## config.mk

```make
export PLATFORM = sky130hd
export DESIGN_NAME = orsat_mac
export DESIGN_NICKNAME = d
export VERILOG_FILES = /design/src/rtl/orsat_pkg.sv /design/src/rtl/orsat_mac.sv
export SDC_FILE = /design/constraint.sdc
export NUM_CORES = 2
export LEC_CHECK = 0
export BUFFER_PORTS_ARGS = -buffer_cell sky130_fd_sc_hd__buf_2
export CORE_MARGIN = 8
export CORE_UTILIZATION = 60
export DETAILED_ROUTE_END_ITERATION = 8
export GPL_TIMING_DRIVEN = 0
export PLACE_DENSITY_LB_ADDON = 0.12
export SLEW_MARGIN = 20
export SYNTH_ARGS = -nofsm -noshare
export SYNTH_HDL_FRONTEND = slang
export SYNTH_SLANG_ARGS = --single-unit
```

## constraint.sdc

```tcl
create_clock -name clk -period 7.7 [get_ports clk]
set_clock_uncertainty 0.1 [all_clocks]
set_input_delay 0 -clock clk [delete_from_list [all_inputs] [get_ports clk]]
set_output_delay 0 -clock clk [all_outputs]
set_load 0.02 [all_outputs]
```

## src/rtl/orsat_pkg.sv

```systemverilog
`timescale 1ns / 1ps

package orsat_pkg;

  // Operand and accumulator widths of the shared multiply-accumulate unit
  localparam int COORD_W = 32;                  // Q16.16 coordinates and coefficients
  localparam int FRAC_W  = 16;
  localparam int MUL_A_W = COORD_W + 1;         // edge normal components need one more bit
  localparam int PROD_W  = MUL_A_W + COORD_W;
  localparam int ACC_W   = PROD_W + 1;          // sum of two products

  typedef logic signed [COORD_W-1:0] coord_t;
  typedef logic signed [MUL_A_W-1:0] opa_t;
  typedef logic signed [ACC_W-1:0]   acc_t;

  typedef struct packed {
    logic en;   // update accumulator
    logic clr;  // start from bias instead of accumulator
  } mac_ctl_t;

endpackage

```

## src/rtl/orsat_mac.sv

```systemverilog
`timescale 1ns / 1ps

module orsat_mac import orsat_pkg::*; (
  input  logic     clk,
  input  mac_ctl_t ctl,
  input  opa_t     op_a,
  input  coord_t   op_b,
  input  acc_t     bias,
  output acc_t     acc
);

  logic signed [PROD_W-1:0] prod;
  acc_t                     acc_base;

  assign prod     = op_a * op_b;
  assign acc_base = ctl.clr ? bias : acc;

  always_ff @(posedge clk) begin
    if (ctl.en) begin
      acc <= acc_base + acc_t'(prod);
    end
  end

endmodule

```

==> results.py <==
metrics = {
    "cells_and_area": {
        "fillers": 6051,
        "stdcell_count": 5825,
        "largest_reg_flops": 66,
        "syn2layout_area_growth_pct": 8.93,
        "utilization_pct": 66.0,
        "layout_common_cells": "fa_1 (1243), inv_1 (1240), nand2_1 (597)",
        "regMostFlops": "acc",
        "drive_gt1_share_pct": 11.9,
        "reg_top3": "acc: 66 flops",
        "final_common_cell": "fa_1",
        "fin_nets": 6454,
    },
    "sta": {
        "tightest_slew_ns": 1.05,
        "rsz0062_at_grt": "true",
        "setup_violations": 2,
        "drv_slew": 0,
        "hold_violations": 0,
        "fin_crit_ns": 7.72,
        "period_share_pct": 100,
        "slew_headroom_pct": 30.1,
        "max_freq_mhz": 129,
        "fin_ws_ns": -0.0246,
    },
    "drt": {
        "detail_route.first_pass.iterations": 6,
        "drc": 0,
        "vias": 33557,
        "finalWirelength_um": 158000,
        "final_antenna_net_count": 0,
        "avgViaCountPerCell": 5.76,
        "routedWlPerCell_um": 27.2,
        "drt_iter0_markers": 3476,
    },
    "synth": {
        "synth_area_leaders": "fa_1 (57%), inv_1 (11%), and2_1 (6.7%)",
        "yosys_warnings": 0,
        "syn_avg_cell_area_sq_um": 9.60,
        "synth_top_area_share_pct": 56.7,
        "synth_edf_count": 66,
        "ys.flop_type": "edfxtp_1",
        "synth_top_cell_by_area": "fa_1",
        "ys_ff_latch": 66,
        "synth_area_sq_um": 44200,
        "synthDistinctLibCells": 68,
        "async_flop_share_pct": 0,
        "synthCells": 4606,
        "synth-seq-area-share_pct": 4.48,
        "syn-num-nets": 6215,
    },
    "global_routing": {
        "grt_pass1_vias": 35248,
        "gr-total-overflow": 0,
        "track_usage_pct": 39.4,
        "grt_max_degree": 42,
        "grt_pass1_wl_um": 234000,
        "antenna_found_initial": 22,
    },
    "setup_path": {
        "cp_top_family": "adder cells",
        "critPathArrivalTime_ns": 7.80,
        "cp-end-kind": "flip-flop",
        "slowest_stage": "fa_1",
        "worst-path-stages": 25,
        "critPathMaxStageDelay_ns": 0.66,
        "worstPathRequired_ns": 7.77,
        "cp_max_fo": 10,
        "start_kind": "input port",
        "rr_worst_depth": 25,
        "crit_path_frequent_cell": "fa_1",
        "crit_buf_inv": 6,
        "worst-setup-path-type": "in -> reg",
    },
    "min_path": {
        "hold_path_depth": 3,
        "hold_path.class": "in -> reg",
    },
    "floorplan": {
        "initial_utilization_pct": 60.6,
        "rows": 99,
        "die_area_sq_um": 82600,
        "io_pins": 200,
        "fp.dieW_um": 287,
        "die_y_um": 287,
        "core_sq_um": 73000,
    },
    "run_status": {
        "status": "finished with violations",
        "violations": "setup timing",
    },
    "clock_network": {
        "clkSinkCount": 66,
        "clk_path_buf_depth": 2,
        "clk_latency_ns": 0.37,
        "cts_tree": "built",
        "cts-htree-levels": 3,
        "numCtsBuffers": 9,
        "cts.reportedPaths.clkPinSlew_ns": 0.07,
        "clockRootBuffer": "clkbuf_16",
    },
    "placed_design": {
        "hpwl_um": 135000,
        "io_buffers": 198,
        "gp_congestion": 1.09,
        "place_inst": 5765,
    },
    "job": {
        "max_cap_viol_count": 0,
    },
}
layer usage:
layer / part of all wire (%) / track usage, % / wire [um] / vias to the layer above
li1: - / - / - / 13599
met1: 37 / 52.3 / 58800 / 17132
met2: 42 / 55.9 / 66400 / 2293
met3: 15 / 16.9 / 23800 / 521
met4: 5.9 / 17.8 / 9320 / 12
met5: 0.12 / 0.773 / 190 / -
worst paths after layout:
kind	start	to	slack [ns]
hold reg to reg	acc[0]	acc[0]	0.61
setup / recovery	op_b[19]	acc[59]	-0.02
hold / removal	op_b[0]	acc[0]	0.13
setup reg to reg	acc[29]	acc[59]	0.03
worst reg2reg max path, delay by kind of cell, from the launching register on:
family,cells,cell delay (ns)
simple gates,3,0.61
mux,1,0.21
fa+ha+maj,9,4.28
flops,1,0.42
compound gates,6,1.47
buf+inv,6,0.37
metrics by stage:
stage | setup slack [ns] | hold WS, ns | cell area (sq um) | setup TNS (ns)
final | -0.0246 | 0.132 | 48200 | -0.0302
after global routing | -0.122 | 0.110 | 48100 | -0.447
after floorplan | 0.0135 | 0.0125 | 44200 | 0
after detailed placement | -2.76 | 0.334 | 46500 | -85.56
after CTS | -0.0195 | 0.0804 | 47600 | -0.0329
after global placement | -2.76 | 0.325 | 46400 | -88.55
cell type report:
type / instances / area (sq um) / share of cell area [%]
repair buffers: 230 / 1270 / 2.63
well taps: 959 / 1200 / 2.49
diodes: 16 / 40.0 / 0.0831
clock inverters: 6 / 90.1 / 0.187
flip-flops and latches: 66 / 1980 / 4.12
plain buffers: 226 / 1260 / 2.62
multi-input cells: 3053 / 37300 / 77.6
inverters: 1259 / 4740 / 9.84
clock buffers: 10 / 229 / 0.475
logic make-up (layout without fill, tap and decap cells):
kind of cell	count (synthesis)	count (layout)	share of synthesized area [%]
buffers and inverters	1487	1731	12.8
muxes	67	67	1.53
DFF	66	66	4.48
and+or+nand+nor	1226	1226	13.6
other	0	16	0
AOI/OAI and AO/OA	211	211	3.05
adders and majority gates	1475	1475	63.0
xor gates and xnor gates	74	74	1.47
synth_stat cells (5+ instances only):
cell type / instances
a211oi_1: 6
nor2b_1: 5
a31oi_1: 7
nor3_1: 6
ha_1: 222
xor2_1: 22
xnor2_1: 52
o21ai_0: 31
clkbuf_1: 205
nand4_1: 11
nand2b_1: 11
buf_2: 7
o31ai_1: 6
o21bai_1: 11
a21oi_1: 78
o211ai_1: 5
and2_1: 473
nand3_1: 20
edfxtp_1: 66
o21a_1: 8
mux2i_1: 63
inv_1: 1259
nor2_1: 70
a21o_1: 30
nand2_1: 604
fa_1: 1253
timing repair:
item | in CTS | in global routing
endpoints found under the setup margin | 48 | 26
resized for setup | 236 | 223
hold endpoints to repair | 26 | 0
pin swaps | 25 | 74
hold buffers | 2 | 0
setup buffers | 10 | 18
Power is left out: the tool's default activity adds up to more than one toggle a clock period on the data nets, which glitch-free logic cannot reach.
